File: config.mk
export PLATFORM = sky130hd
export DESIGN_NAME = palette_pixel_expander
export DESIGN_NICKNAME = d
export VERILOG_FILES = /design/src/rtl/ppe_pkg.sv /design/src/rtl/palette_pixel_expander.sv /design/src/rtl/ppe_ram.sv
export SDC_FILE = /design/constraint.sdc
export NUM_CORES = 2
export LEC_CHECK = 0
export BUFFER_PORTS_ARGS = -buffer_cell sky130_fd_sc_hd__buf_2
export CELL_PAD_IN_SITES_DETAIL_PLACEMENT = 1
export CELL_PAD_IN_SITES_GLOBAL_PLACEMENT = 2
export CORE_MARGIN = 5
export CORE_UTILIZATION = 43
export CTS_CLUSTER_SIZE = 25
export DETAILED_ROUTE_END_ITERATION = 12
export PLACE_DENSITY_LB_ADDON = 0.1
export SLEW_MARGIN = 30
export SYNTH_ARGS = -nofsm -noshare
export SYNTH_HDL_FRONTEND = slang
export SYNTH_SLANG_ARGS = --single-unit
File: constraint.sdc
create_clock -name clk -period 3.3 [get_ports clk]
set_clock_uncertainty 0.15 [all_clocks]
set_input_delay 0.66 -clock clk [delete_from_list [all_inputs] [get_ports clk]]
set_output_delay 0.66 -clock clk [all_outputs]
set_load 0.01 [all_outputs]
File: src/rtl/ppe_pkg.sv
// Package for the palette pixel expander: palette geometry, request and
// depth-mode codes, config register map and small helper functions.
// No dependencies.
package ppe_pkg;

  localparam int PALETTE_DEPTH = 256;
  localparam int PAL_AW        = $clog2(PALETTE_DEPTH);
  localparam int ENTRY_W       = 15;
  localparam int COLOR_W       = 8;
  localparam int PIXEL_W       = 16;
  localparam int CFG_AW        = 2;
  localparam int CFG_DW        = 32;

  localparam logic REQ_PALETTE_WRITE = 1'b0;
  localparam logic REQ_PIXEL_BYTE    = 1'b1;

  localparam logic [CFG_AW-1:0] REG_DEPTH_MODE_ADDR = CFG_AW'(0);

  typedef enum logic [1:0] {
    MODE_1BPP = 2'd0,
    MODE_2BPP = 2'd1,
    MODE_4BPP = 2'd2,
    MODE_8BPP = 2'd3
  } depth_mode_t;

  typedef struct packed {
    logic [PIXEL_W-1:0] pixel;
    logic               last;
  } out_word_t;

  // step number of the final pixel of a byte
  function automatic logic [2:0] last_step(depth_mode_t mode);
    logic [2:0] s;
    case (mode)
      MODE_1BPP: s = 3'd7;
      MODE_2BPP: s = 3'd3;
      MODE_4BPP: s = 3'd1;
      default:   s = 3'd0;
    endcase
    return s;
  endfunction

  // palette entry {r5, g5, b5} to display pixel, bit 5 zero
  function automatic logic [PIXEL_W-1:0] entry_to_pixel(logic [ENTRY_W-1:0] e);
    return {e[14:10], e[9:5], 1'b0, e[4:0]};
  endfunction

endpackage

File: src/rtl/palette_pixel_expander.sv
// Palette pixel expander top level: splits packed index bytes into pixels,
// looks each up in the palette RAM and queues RGB565-style words.
// Depends on ppe_pkg and ppe_ram.
//
//  channel | signals                                   | word
//  --------+-------------------------------------------+----------------------------
//  in      | in_valid / in_stall                       | req_type, palette_index,
//          |                                           | red, green, blue, packed_byte
//  out     | out_valid / out_stall                     | pixel, last_pixel
//  cfg     | psel penable pwrite paddr pwdata prdata   | pixel_depth_mode @ 0x0
//
// A palette write goes to the RAM when accepted; a pixel byte gives 8/4/2/1 pixels
// in 1/2/4/8-bit mode, one palette RAM read per pixel while the output queue has
// room; the next word is taken in the cycle of the last read. RAM reads are registered.
// Reset (rst, synchronous) empties the sequencer and output queue and sets
// 8-bit mode; palette contents are undefined until written.
// A stalled output holds; the two-entry output queue keeps reads flowing.
module palette_pixel_expander (
  input  logic                           clk,
  input  logic                           rst,
  input  logic                           in_valid,
  output logic                           in_stall,
  input  logic                           req_type,
  input  logic [ppe_pkg::COLOR_W-1:0]    palette_index,
  input  logic [ppe_pkg::COLOR_W-1:0]    red,
  input  logic [ppe_pkg::COLOR_W-1:0]    green,
  input  logic [ppe_pkg::COLOR_W-1:0]    blue,
  input  logic [ppe_pkg::COLOR_W-1:0]    packed_byte,
  output logic                           out_valid,
  input  logic                           out_stall,
  output logic [ppe_pkg::PIXEL_W-1:0]    pixel,
  output logic                           last_pixel,
  input  logic                           psel,
  input  logic                           penable,
  input  logic                           pwrite,
  input  logic [ppe_pkg::CFG_AW-1:0]     paddr,
  input  logic [ppe_pkg::CFG_DW-1:0]     pwdata,
  output logic [ppe_pkg::CFG_DW-1:0]     prdata,
  output logic                           pready
);
  import ppe_pkg::*;

  depth_mode_t depth_mode;
  logic        cfg_write;

  logic        busy;
  depth_mode_t seq_mode;
  logic [7:0]  seq_byte;
  logic [2:0]  seq_step;

  logic        inflight;
  logic        inflight_last;
  logic        inflight_oob;

  out_word_t   queue [2];
  logic        head;
  logic        tail;
  logic [1:0]  count;

  logic        in_accept;
  logic        pix_accept;
  logic        pal_write;
  logic        pop;
  logic        issue;
  logic        issue_last;
  logic [7:0]  rd_index;
  logic [7:0]  seq_byte_next;
  logic [ENTRY_W-1:0] ram_wdata;
  logic [ENTRY_W-1:0] ram_rdata;
  out_word_t   push_word;

  // config port
  assign pready    = 1'b1;
  assign cfg_write = psel && penable && pwrite && pready && (paddr == REG_DEPTH_MODE_ADDR);

  always_comb begin
    prdata = '0;
    if (paddr == REG_DEPTH_MODE_ADDR) begin
      prdata = CFG_DW'(depth_mode);
    end
  end

  always_ff @(posedge clk) begin
    if (rst) begin
      depth_mode <= MODE_8BPP;
    end else if (cfg_write) begin
      depth_mode <= depth_mode_t'(pwdata[1:0]);
    end
  end

  // input side
  assign pop        = out_valid && !out_stall;
  assign issue      = busy && ({1'b0, count} + {2'b0, inflight} < 3'd2 + {2'b0, pop});
  assign issue_last = issue && (seq_step == last_step(seq_mode));
  assign in_stall   = busy && !issue_last;
  assign in_accept  = in_valid && !in_stall;
  assign pix_accept = in_accept && (req_type == REQ_PIXEL_BYTE);
  assign pal_write  = in_accept && (req_type == REQ_PALETTE_WRITE)
                      && ({1'b0, palette_index} < 9'(PALETTE_DEPTH));
  assign ram_wdata  = {red[7:3], green[7:3], blue[7:3]};

  always_comb begin
    case (seq_mode)
      MODE_1BPP: begin
        rd_index      = {7'b0, seq_byte[0]};
        seq_byte_next = seq_byte >> 1;
      end
      MODE_2BPP: begin
        rd_index      = {6'b0, seq_byte[7:6]};
        seq_byte_next = seq_byte << 2;
      end
      MODE_4BPP: begin
        rd_index      = {4'b0, seq_byte[7:4]};
        seq_byte_next = seq_byte << 4;
      end
      default: begin
        rd_index      = seq_byte;
        seq_byte_next = seq_byte;
      end
    endcase
  end

  always_ff @(posedge clk) begin
    if (rst) begin
      busy <= 1'b0;
    end else if (pix_accept) begin
      busy <= 1'b1;
    end else if (issue_last) begin
      busy <= 1'b0;
    end
  end

  always_ff @(posedge clk) begin
    if (pix_accept) begin
      seq_mode <= depth_mode;
      seq_byte <= packed_byte;
      seq_step <= 3'd0;
    end else if (issue) begin
      seq_byte <= seq_byte_next;
      seq_step <= seq_step + 3'd1;
    end
  end

  ppe_ram #(
    .WIDTH (ENTRY_W),
    .DEPTH (PALETTE_DEPTH)
  ) u_palette (
    .clk   (clk),
    .we    (pal_write),
    .waddr (palette_index[PAL_AW-1:0]),
    .wdata (ram_wdata),
    .raddr (rd_index[PAL_AW-1:0]),
    .rdata (ram_rdata)
  );

  always_ff @(posedge clk) begin
    if (rst) begin
      inflight <= 1'b0;
    end else begin
      inflight <= issue;
    end
  end

  always_ff @(posedge clk) begin
    if (issue) begin
      inflight_last <= issue_last;
      inflight_oob  <= ({1'b0, rd_index} >= 9'(PALETTE_DEPTH));
    end
  end

  // output queue
  assign push_word.pixel = inflight_oob ? '0 : entry_to_pixel(ram_rdata);
  assign push_word.last  = inflight_last;

  always_ff @(posedge clk) begin
    if (rst) begin
      head  <= 1'b0;
      tail  <= 1'b0;
      count <= 2'd0;
    end else begin
      if (inflight) begin
        tail <= ~tail;
      end
      if (pop) begin
        head <= ~head;
      end
      count <= count + {1'b0, inflight} - {1'b0, pop};
    end
  end

  always_ff @(posedge clk) begin
    if (inflight) begin
      queue[tail] <= push_word;
    end
  end

  assign out_valid  = (count != 2'd0);
  assign pixel      = queue[head].pixel;
  assign last_pixel = queue[head].last;

  // checks
  a_no_overflow: assert property (@(posedge clk) disable iff (rst)
    ({1'b0, count} + {2'b0, inflight}) <= 3'd2)
    else $error("output queue over-committed");

  a_last_follows: assert property (@(posedge clk) disable iff (rst)
    issue_last |=> inflight && inflight_last)
    else $error("last read not tagged in flight");

  a_accept_when_free: assert property (@(posedge clk) disable iff (rst)
    pix_accept |-> (!busy || issue_last))
    else $error("byte accepted while sequencer holds another");

  a_idle_no_issue: assert property (@(posedge clk) disable iff (rst)
    !busy |=> !inflight)
    else $error("read issued with no byte in progress");

endmodule

File: src/rtl/ppe_ram.sv
// Generic single-write, single-read synchronous RAM with registered read.
// Read during write to the same address returns the old data. No dependencies.
module ppe_ram #(
  parameter int WIDTH = 8,
  parameter int DEPTH = 16
) (
  input  logic                     clk,
  input  logic                     we,
  input  logic [$clog2(DEPTH)-1:0] waddr,
  input  logic [WIDTH-1:0]         wdata,
  input  logic [$clog2(DEPTH)-1:0] raddr,
  output logic [WIDTH-1:0]         rdata
);

  logic [WIDTH-1:0] mem [DEPTH];

  always_ff @(posedge clk) begin
    if (we) begin
      mem[waddr] <= wdata;
    end
    rdata <= mem[raddr];
  end

endmodule

==> summary.txt <==
DRC Markers: 0
Cells after DPL: 15300
Die ar.: 366300 um2
Post-synth EDFFs: 3883
Worst Path Arrival: 4.77 ns
routed len/inst: 33.96 um
Post-Place Worst Slack: -1.504 ns
Synth Instances: 9653
initial core utilization: 43.19%
layout cells sized above 1: 26.30%
run status: complete, but fails checks
DR vias/cell: 5.928
first-pass GRT wire length: 765300 um
Iter 0 DRT Violations: 10950
Max Freq: 250.1 MHz
Pwr Density: 581.1 nW/um2
largest net degree at the start of global routing: 89
met3 Use GR: 5.421%
fin. max-slew vios: 0
via count: 96720
failing checks: setup timing
M1 GR Usage: 41.30%
max cap viols: 0
clock transition at the registers of the reported paths: 0.06 ns
peak supply drop: 0.5483 mV
global route overflow: 0
CTS HTree Levels: 5
CP endpoint kind: flip-flop
CTS buffer count: 420
Clock Tree Buf Depth: 4
Worst Tran Pin Value: 1.085 ns
synthesis-to-finish area growth: 26.01%
area leader, netlist: edfxtp_1
FILL cells: 32600
Die Y-Extent: 605.2 um
Tcrit/Tclk final: 121.2%
clk_lat worst skew: 1.00 ns
CTS Sinks: 3910
Initial DRT Pass Iterations: 6
crit path kind: flip-flop to flip-flop
final core occ: 54.43%
RePlAce Congestion: 0.8720
sequential area share after synthesis: 76.90%
Final WS setup: -0.6986 ns
static leakage: 65.16 nW
top-area cell type share of the netlist area: 76.55%
Post-Syn Area: 152300 um2
M2 GR Usage: 46.55%
syn avg cell area: 15.78 um2
Final Critical Period: 3.999 ns
Multi-input gate area: 34730 um2
startpoint class of the critical path: flip-flop
post-route ant nets: 0
Nets: 11310
GRT Max-Usage Layer: met2
required time worst endpoint: 4.07 ns
Buffers on Ports: 62
Synth Register Bits: 3910
Max-Slew Margin vs Limit: 25.83%
Root Driver: clkbuf_16
RSZ-0062 raised after global routing: true
YS warnings: 0
initial antenna violation count: 55
Post-synth ARST share: 0%
total power: 111.5 mW
DP HPWL: 357200 um
gr usage total: 29.44%
min-delay worst type: primary input to flip-flop
core area: 352700 um2
Synth Flop Type: edfxtp_1
# rows: 218
Cell Count, Final, Fillers Out: 16320
Distinct cells, synth: 79
Post-Route WL: 554000 um
Die Wd: 605.2 um
vias in the first global route: 97330
CP max FO: 9
# setup viols final: 3857
top cells by area, synth: edfxtp_1 77%, nand2_1 5.4%, mux4_2 4.1%
CTS tree: done
Final Hold Vio Count: 0
FF+latch area: 117100 um2
# IOs: 134
==> cell type report <==
class | count | share of cell area [%]
diodes | 15 | 0.01955
clock buffers | 521 | 5.782
clock inverters | 254 | 1.119
inverters | 13 | 0.02673
multi-input cells | 5152 | 18.09
flip-flops and latches | 3910 | 61.03
well taps | 4730 | 3.083
repair buffers | 1720 | 10.85
==> metal layers <==
layer  vias to the layer above  wire length (um)  part of all wire [%]
li1                      40350                 -                     -
met1                     51570            228800                    41
met2                      3959            259800                    47
met3                       821             43580                   7.9
met4                        22             21590                   3.9
met5                         -               147                 0.027
==> per-stage QoR <==
step	area, um2	setup TNS, ns	hold WS [ns]
after detailed placement	172800	-1912.34	0.2815
after CTS	189000	-1073.18	0.001722
final	192000	-754.88	0.003640
after global routing	191900	-1184.27	-0.01039
after floorplan	153100	-210.15	0.2537
after global placement	172800	-1729.04	0.2835
==> flip-flops by register name, summed over array words and instances, names as in the netlist, 2 cells and up, named ones only <==
name             count
u_palette.mem     3840
queue               32
u_palette.rdata     15
seq_byte             8
seq_step             3
count                2
depth_mode           2
seq_mode             2
==> cells by family (layout without fill, tap and decap cells) <==
logic type,Yosys count,count (layout),share of synthesized area [%]
buf+inv,621,2508,2.446
fa+ha+maj,9,9,0.07393
xor+xnor,7,7,0.04025
mux,590,590,6.266
flops,3910,3910,76.90
compound gates,1104,1104,4.910
simple gates,3410,3410,9.358
other cells,2,47,0.004930
==> critical path: stages, from the launching register on <==
cell	delay [ns]
edfxtp_1	0.50
ha_4	0.25
buf_4	0.14
nand3b_1	0.29
nand2_2	0.19
buf_12	0.17
nand2_1	0.10
buf_4	0.16
nand2_2	0.18
buf_12	0.16
buf_4	0.13
buf_4	0.16
a32o_1	0.27
nor3_2	0.06
buf_4	0.20
nor4_4	0.53
o2111a_1	0.29
==> placed cells by master, fill, tap and decap left out, drive strengths merged, types with 112 or more instances in the layout <==
cell type     n
clkinv      199
edfxtp     3883
mux4        286
nand2      2202
o22ai       112
mux2i       282
buf        1669
nand3       616
nor2        327
clkbuf      539
a21oi       295
a31oi       217
nand4       124
==> what timing repair did <==
| action | CTS | global route |
|---|---|---|
| hold buffers | 23 | 1 |
| setup buffers | 71 | 106 |
| hold endpoints to repair | 166 | 8 |
| pin swaps | 41 | 91 |
| setup endpoints to repair | 3872 | 3874 |
| cloned | 13 | 17 |
| resized for setup | 336 | 345 |
==> worst paths after layout <==
kind	to	from	cells after the start	slack, ns
max	u_palette.rdata[5]	seq_mode[1]	16	-0.70
max reg2reg	u_palette.rdata[5]	seq_mode[1]	16	-0.70
min reg2reg	queue[0][0]	inflight_last	0	0.30
min	u_palette.mem[41][4]	blue[7]	1	0.004
==> cells in the mapped netlist (5+ instances only) <==
master and instances:
a32oi_1 81, a211o_1 15, o211ai_1 8, a22o_1 9, nand4_1 124, o221ai_1 14, a211oi_1 35, o2111ai_1 12
and2_1 11, mux4_2 277, a31oi_1 216, a32o_1 18, o2111a_1 6, buf_6 52, edfxtp_1 3883, buf_4 150
o22ai_1 112, inv_1 13, a22oi_1 107, a311oi_1 16, nor2b_1 14, clkbuf_1 168, mux2i_1 282, buf_1 29
mux2_2 22, nor2_1 326, o21ai_0 42, or4_1 6, mux4_1 9, o21ai_1 6, a2111oi_0 74, nand3_1 616
dfxtp_1 27, buf_12 10, ha_1 9, nor3_1 18, buf_2 196, nor4_1 21, and3_1 53, a21oi_1 294
nand2_1 2198, a221oi_1 5
==> report_power, final <==
group / internal (mW) / switching, mW / leakage, nW
Clock: 26.3 / 19.8 / 6.52
Sequential: 54.8 / 0.246 / 35.1
Combinational: 3.88 / 6.56 / 23.5
Total: 84.9 / 26.6 / 65.2
(Power assumes the default switching activity.)
